[config.mk]
export PLATFORM = sky130hd
export DESIGN_NAME = msu_cfg
export DESIGN_NICKNAME = d
export VERILOG_FILES = /design/src/rtl/msu_pkg.sv /design/src/rtl/msu_cfg.sv
export SDC_FILE = /design/constraint.sdc
export NUM_CORES = 1
export LEC_CHECK = 0
export BUFFER_PORTS_ARGS = -buffer_cell sky130_fd_sc_hd__buf_2
export CORE_MARGIN = 2
export CORE_UTILIZATION = 30
export CTS_CLUSTER_SIZE = 8
export DETAILED_ROUTE_END_ITERATION = 16
export PLACE_DENSITY = 0.54
export SETUP_SLACK_MARGIN = 0.5
export SYNTH_ARGS = -nofsm -noshare
export SYNTH_HDL_FRONTEND = slang
export SYNTH_SLANG_ARGS = --single-unit
[constraint.sdc]
create_clock -name i_clk -period 5.97 [get_ports i_clk]
set_input_delay 0 -clock i_clk [delete_from_list [all_inputs] [get_ports i_clk]]
set_output_delay 0 -clock i_clk [all_outputs]
set_load 0.02 [all_outputs]
[src/rtl/msu_pkg.sv]
`default_nettype none
package msu_pkg;

    typedef enum logic [2:0] {
        MODE_IDLE     = 3'd0,
        MODE_MANUAL   = 3'd1,
        MODE_AUTO     = 3'd2,
        MODE_DEGRADED = 3'd3,
        MODE_PROTECT  = 3'd4,
        MODE_EMERG    = 3'd5
    } t_mode;

    typedef enum logic [2:0] {
        KIND_TICK   = 3'd0,
        KIND_TELEOP = 3'd1,
        KIND_NAV    = 3'd2,
        KIND_ODOM   = 3'd3,
        KIND_HEALTH = 3'd4,
        KIND_ESTOP  = 3'd5
    } t_kind;

    typedef enum logic [2:0] {
        HLTH_STARTUP  = 3'd0,
        HLTH_EMERG    = 3'd1,
        HLTH_PROTECT  = 3'd2,
        HLTH_DEGRADED = 3'd3,
        HLTH_NORMAL   = 3'd4
    } t_health;

    typedef enum logic [1:0] {
        ST_NONE    = 2'd0,
        ST_ACTIVE  = 2'd1,
        ST_NO_DATA = 2'd2,
        ST_EMERG   = 2'd3
    } t_status;

    localparam int CFG_IDX_BITS  = 3;
    localparam int CFG_DATA_BITS = 16;
    localparam int TICK_BITS     = 16;
    localparam int LIM_BITS      = 15;
    localparam int GAIN_BITS     = 16;
    localparam int IO_VEL_BITS   = 16;
    localparam int KIND_BITS     = 3;
    localparam int HEALTH_BITS   = 3;
    localparam int THR_SQ_BITS   = 2 * LIM_BITS;
    localparam int DEADBAND      = 4;

    localparam logic [GAIN_BITS-1:0] GAIN_ROUND = '1;

    localparam logic [CFG_IDX_BITS-1:0] CFG_TIMEOUT  = 3'd0;
    localparam logic [CFG_IDX_BITS-1:0] CFG_HOLD     = 3'd1;
    localparam logic [CFG_IDX_BITS-1:0] CFG_LIM_NORM = 3'd2;
    localparam logic [CFG_IDX_BITS-1:0] CFG_LIM_DEG  = 3'd3;
    localparam logic [CFG_IDX_BITS-1:0] CFG_GAIN     = 3'd4;
    localparam logic [CFG_IDX_BITS-1:0] CFG_THRESH   = 3'd5;

    localparam logic [TICK_BITS-1:0] RST_TIMEOUT  = 16'd50;
    localparam logic [TICK_BITS-1:0] RST_HOLD     = 16'd500;
    localparam logic [LIM_BITS-1:0]  RST_LIM_NORM = 15'd4096;
    localparam logic [LIM_BITS-1:0]  RST_LIM_DEG  = 15'd1229;
    localparam logic [GAIN_BITS-1:0] RST_GAIN     = 16'd3277;
    localparam logic [LIM_BITS-1:0]  RST_THRESH   = 15'd205;

    typedef struct packed {
        logic [TICK_BITS-1:0]   timeout;
        logic [TICK_BITS-1:0]   hold;
        logic [LIM_BITS-1:0]    lim_norm;
        logic [LIM_BITS-1:0]    lim_deg;
        logic [GAIN_BITS-1:0]   gain;
        logic [THR_SQ_BITS-1:0] thr_sq;
    } t_cfg;

    typedef struct packed {
        logic                          vel_valid;
        logic signed [IO_VEL_BITS-1:0] x;
        logic signed [IO_VEL_BITS-1:0] y;
        logic signed [IO_VEL_BITS-1:0] turn;
        logic                          contactor;
        t_status                       status;
        t_mode                         mode;
    } t_result;

endpackage
`default_nettype wire

[src/rtl/msu_cfg.sv]
`default_nettype none
module msu_cfg (
    input  wire logic                               i_clk,
    input  wire logic                               i_rst_n,
    input  wire logic                               i_we,
    input  wire logic [msu_pkg::CFG_IDX_BITS-1:0]   i_idx,
    input  wire logic [msu_pkg::CFG_DATA_BITS-1:0]  i_data,
    output msu_pkg::t_cfg                           o_cfg
);
    import msu_pkg::*;

    t_cfg r_cfg;
    t_cfg n_cfg;

    // threshold is kept squared for the odometry compare
    always_comb begin
        n_cfg = r_cfg;
        if (i_we) begin
            case (i_idx)
                CFG_TIMEOUT:  n_cfg.timeout  = i_data[TICK_BITS-1:0];
                CFG_HOLD:     n_cfg.hold     = i_data[TICK_BITS-1:0];
                CFG_LIM_NORM: n_cfg.lim_norm = i_data[LIM_BITS-1:0];
                CFG_LIM_DEG:  n_cfg.lim_deg  = i_data[LIM_BITS-1:0];
                CFG_GAIN:     n_cfg.gain     = i_data[GAIN_BITS-1:0];
                CFG_THRESH:   n_cfg.thr_sq   = THR_SQ_BITS'(i_data[LIM_BITS-1:0])
                                             * THR_SQ_BITS'(i_data[LIM_BITS-1:0]);
                default: ;
            endcase
        end
    end

    always_ff @(posedge i_clk) begin
        if (!i_rst_n) begin
            r_cfg.timeout  <= RST_TIMEOUT;
            r_cfg.hold     <= RST_HOLD;
            r_cfg.lim_norm <= RST_LIM_NORM;
            r_cfg.lim_deg  <= RST_LIM_DEG;
            r_cfg.gain     <= RST_GAIN;
            r_cfg.thr_sq   <= THR_SQ_BITS'(RST_THRESH) * THR_SQ_BITS'(RST_THRESH);
        end else begin
            r_cfg <= n_cfg;
        end
    end

    assign o_cfg = r_cfg;

endmodule
`default_nettype wire

**Yosys cells after proc, flatten, opt, wreduce, memory -nomap -nowiden**

Cells that the tools add are included.

- Bits of input ports: 22
- Bits in latches: 0
- Memory bits (writable): 0
- Memory bits (read-only): 0
- Output and inout port bits: 108
- Memories kept: 0
- Flip-flop bits (word level): 108
- Word-level logic and storage cells: 19

- $add $sub $neg: 0
- Multiplexer cells: 0
- $mul: 1
- Shifts and indexed selects: 0
- Equality and inequality tests: 5
- Magnitude comparators: 0
- Divide/modulo/power cells: 0
- Bitwise gates (word level): 0
- Reductions and logical operators: 7

Operator list:

| operator | number |
|---|---|
| $mul 15x15->30 | 1 |
| $reduce_and 2->1 | 6 |
| $eq 3x2->1 const B | 2 |
| $eq 3x3->1 const B | 2 |
| $eq 3x1->1 const B | 1 |
| $logic_not 3->1 | 1 |

**Logic depth before layout (Yosys ltp)**

- Depth in word-level cells: 2
- Mapped depth: 24
- Gate-level depth less buffers: 22

**Worst setup path before layout**

OpenSTA, ideal clock, no wires.

- Path type: input-to-reg
- From: in i_data[9] (netlist name)
- To: reg r_cfg (netlist bit o_cfg[21])
- Setup time: 0.122 ns
- Required time: 5.848 ns
- Buffers on the path: 2
- Arrival: 5.414 ns
- Setup slack: 0.434 ns
- Stages on the path: 22
- Cell sequence: clkbuf_1 -> clkbuf_1 -> and2_1 -> fa_1 -> inv_1 -> fa_1 -> inv_1 -> fa_1 -> inv_1 -> fa_1 -> inv_1 -> fa_1 -> inv_1 -> fa_1 -> inv_1 -> ha_1 -> a2111o_1 -> o211ai_1 -> a21oi_1 -> and3_1 -> mux2i_1 -> a311o_1

- Word-level cells in the longest chain between the ends: 1

RTL lines:

| what | line | text |
|---|---|---|
| from (decl) | msu_cfg.sv:7 | `input wire logic [msu_pkg::CFG_DATA_BITS-1:0] i_data,` |
| $mul 15x15->30 | msu_cfg.sv:26 | `* THR_SQ_BITS'(i_data[LIM_BITS-1:0]);` |
| to (signal assigned) | msu_cfg.sv:41 | `r_cfg <= n_cfg;` |
| to (decl) | msu_cfg.sv:12 | `t_cfg r_cfg;` |

No other way between the ends.
A chain may end at the register's enable or synchronous reset.

**Worst setup path after layout**

- From: in i_data[2] (netlist name)
- To: reg r_cfg (netlist bit o_cfg[21])

Same word-level chain as after synthesis.

==> metrics <==
placed inst area 11300 sq um; compound-cell area share of the yosys netlist 10.70%; slowest stage delay, CP 530 ps; CP Max Fanout 13; fin crit share 87.83%; final layout net count 1552; I/O pins 130; area grow syn2layout 15.49%; RSZ-0062 raised after global routing false; via count 8252; Max Cap Viol 0; Yosys top cell area share 26.60%; Post-DRT Antenna Nets 0; final worst setup slack 726.4 ps; total CTS buffers 9; Syn Inst Count 1203; crit-path cells buf_4 -> and2_4 -> fa_1 -> inv_1 -> fa_1 -> inv_1 -> fa_1 -> inv_1 -> fa_1 -> inv_1 -> fa_1 -> inv_1 -> fa_1 -> inv_1 -> ha_4 -> a2111o_1 -> o211ai_1 -> a21oi_2 -> and3_1 -> mux2i_1 -> a311o_1; Critical path buffers and inverters 7; register area share after synthesis 21.09%; FILL cells 3524; main combinational cell family by area after synthesis adder cells; async set-reset flop share out of synthesis 0%; clock sinks 107; vias in the first global route 8490; Die Height 188.0 um; number of synthesized flops with an enable pin 0; PwrDens 540.8 nW/um^2; Clock Latency Late Sink 360 ps; Hold Crit Start i_data[2]; DP HPWL 21910 um; FP Rows 67; worst-margin pin slew 1165 ps; Wirelength per Cell 15.81 um; Worst EP arrival 5500 ps; TritonRoute pass-1 iters 5; IO Port Bufs 128; Root Driver clkbuf_16; drt total wl 27760 um; startpoint class of the critical path primary input; max reg flops 107; Synth Flop Type dfxtp_1; Critical Path Slowest Stage Cell fa_1; post-layout util 35.08%; Synth Register Bits 107; synth cell count leaders nand2_1 (243), inv_1 (196), fa_1 (135), dfxtp_1 (107), ha_1 (93); TritonCTS clock tree built; Max Buffers Root-to-Sink 2; Synth area leader fa_1; count leader, synth nand2_1; largest cells by area after synthesis fa_1 (27%), dfxtp_1 (21%), ha_1 (11%); worst setup path startpoint i_data[2]; mux contribution to synthesized area 0.7021%; layout cell share with drive strength beyond 1 14.84%; relative slew slack 22.07%; Hold Violations, Final 0; Clock Skew 0 ps; H-tree depth 3; design area 11730 sq um; peak supply drop 0.0005757 V; Synth Area in Simple Gates 17.26%; Final Slew Violations 0; XOR/XNOR Fraction of Synth Area 2.155%; Clock Pin Slew Worst Setup and Hold Paths 80 ps; outcome completed; syn_nets 1453; Crit Path Category in2reg; total grt overflow 0; WP data required 6230 ps; Largest delay share family, worst path adder cells; DIE AREA 35350 sq um; post-place setup slack 205.0 ps; Distinct cells, synth 60; GRT Util Overall 16.08%; Setup TNS 0 ps; Final min period 5244 ps; Lkg Pwr 5.783 nW; Max Freq 190.7 MHz; Core Box Area 33450 sq um; worst hold path class in2reg; vias per cell 4.699; crit end category register; largest net degree at the start of global routing 72; DRT iter0 DRCs 432; adder and majority gate portion of the synthesized area 38.06%; global-route wire length before repair 45120 um; syn avg cell area 8.444 sq um; Ys Warns 0; die width 188.0 um; # DRC 0; FF-to-FF Start o_cfg[27]; initial antenna violation count 0; Initial Utilization 30.37%; Setup Viol. Count Final 0; Cell Area, Synth 10160 sq um; routability cong. 0.8428
[report_power, final]
part           switching (W)  internal, W  total (W)
registers          0.0000245     0.000765   0.000789
logic                0.00294      0.00196    0.00489
clock network       0.000323     0.000338   0.000661
[stage by stage]
step	hold slack [ps]	cells	power, W
after floorplan	136.0	1203	0.004507
after global placement	267.0	1733	0.005578
after detailed placement	271.5	1733	0.005614
after CTS	14.23	1752	0.006316
after global routing	13.81	1755	0.007097
final	37.50	1756	0.006345
[area by class of cell]
| cell class | instances | area [sq um] | share of cell area [%] |
|---|---|---|---|
| multi-input cells | 827 | 7059 | 60.17 |
| clock inverters | 7 | 92.59 | 0.7892 |
| flip-flops and latches | 107 | 2142 | 18.26 |
| inverters | 197 | 743.2 | 6.335 |
| well taps | 448 | 560.5 | 4.778 |
| repair buffers | 160 | 907.1 | 7.732 |
| diodes | 1 | 2.502 | 0.02133 |
| clock buffers | 9 | 225.2 | 1.920 |
[layout by cell type, fill, tap and decap left out, types with 2 or more instances in the layout]
master | Yosys | routed
a211oi_1 | 9 | 8
a21o_1 | 7 | 7
a21oi_1 | 85 | 84
a21oi_2 | 1 | 2
a31oi_1 | 3 | 3
and2_1 | 42 | 40
and2_4 | 0 | 2
and3_1 | 4 | 4
buf_2 | 2 | 124
buf_4 | 1 | 28
clkbuf_16 | 0 | 9
clkbuf_4 | 0 | 2
clkinv_4 | 0 | 2
dfxtp_1 | 107 | 107
dlygate4sd3_1 | 0 | 5
fa_1 | 135 | 135
ha_1 | 93 | 92
inv_1 | 196 | 195
inv_6 | 0 | 2
mux2i_1 | 6 | 6
nand2_1 | 243 | 242
nand3_1 | 30 | 30
nand4_1 | 10 | 10
nand4b_1 | 3 | 3
nor2_1 | 27 | 27
nor2b_1 | 5 | 5
nor3_1 | 5 | 4
nor3b_1 | 2 | 2
o211ai_1 | 23 | 23
o21a_1 | 6 | 6
o21ai_0 | 24 | 24
o21bai_1 | 3 | 3
or2_2 | 4 | 4
or3_1 | 3 | 3
or4_1 | 2 | 2
xnor2_1 | 16 | 16
xor2_1 | 9 | 9
[kinds of logic (layout without fill, tap and decap cells)]
group           after synthesis  after routing
simple gates                389            389
buf+inv                     269            373
fa+ha+maj                   228            228
compound gates              177            177
flops                       107            107
xor+xnor                     25             25
mux                           7              7
other cells                   1              2
[metal layers]
layer  GRT usage, %  wire length, um
met1          20.28            11980
met2          29.02            14430
met3          2.171              925
met4          3.634              416
met5              0                0
[tightest hold or removal path, cell delays in order]
cell	delay (ps)
buf_4	180
nand2_1	100
a21oi_1	60
[timing repair]
action	4_1_cts	5_1_grt
hold buffers	3	2
buffers inserted	0	1
endpoints found under the hold margin	10	4
setup endpoints to repair	0	5
gates resized for setup	0	16
[worst paths after layout]
check,end,slack (ps),depth (start not counted)
worst max-delay path,o_cfg[21],730,21
worst min-delay path,o_cfg[63],40,3
worst max register to register,o_cfg[27],5200,2
worst min register to register,o_cfg[12],450,2
No activity file was read; power rests on OpenSTA's default activity.
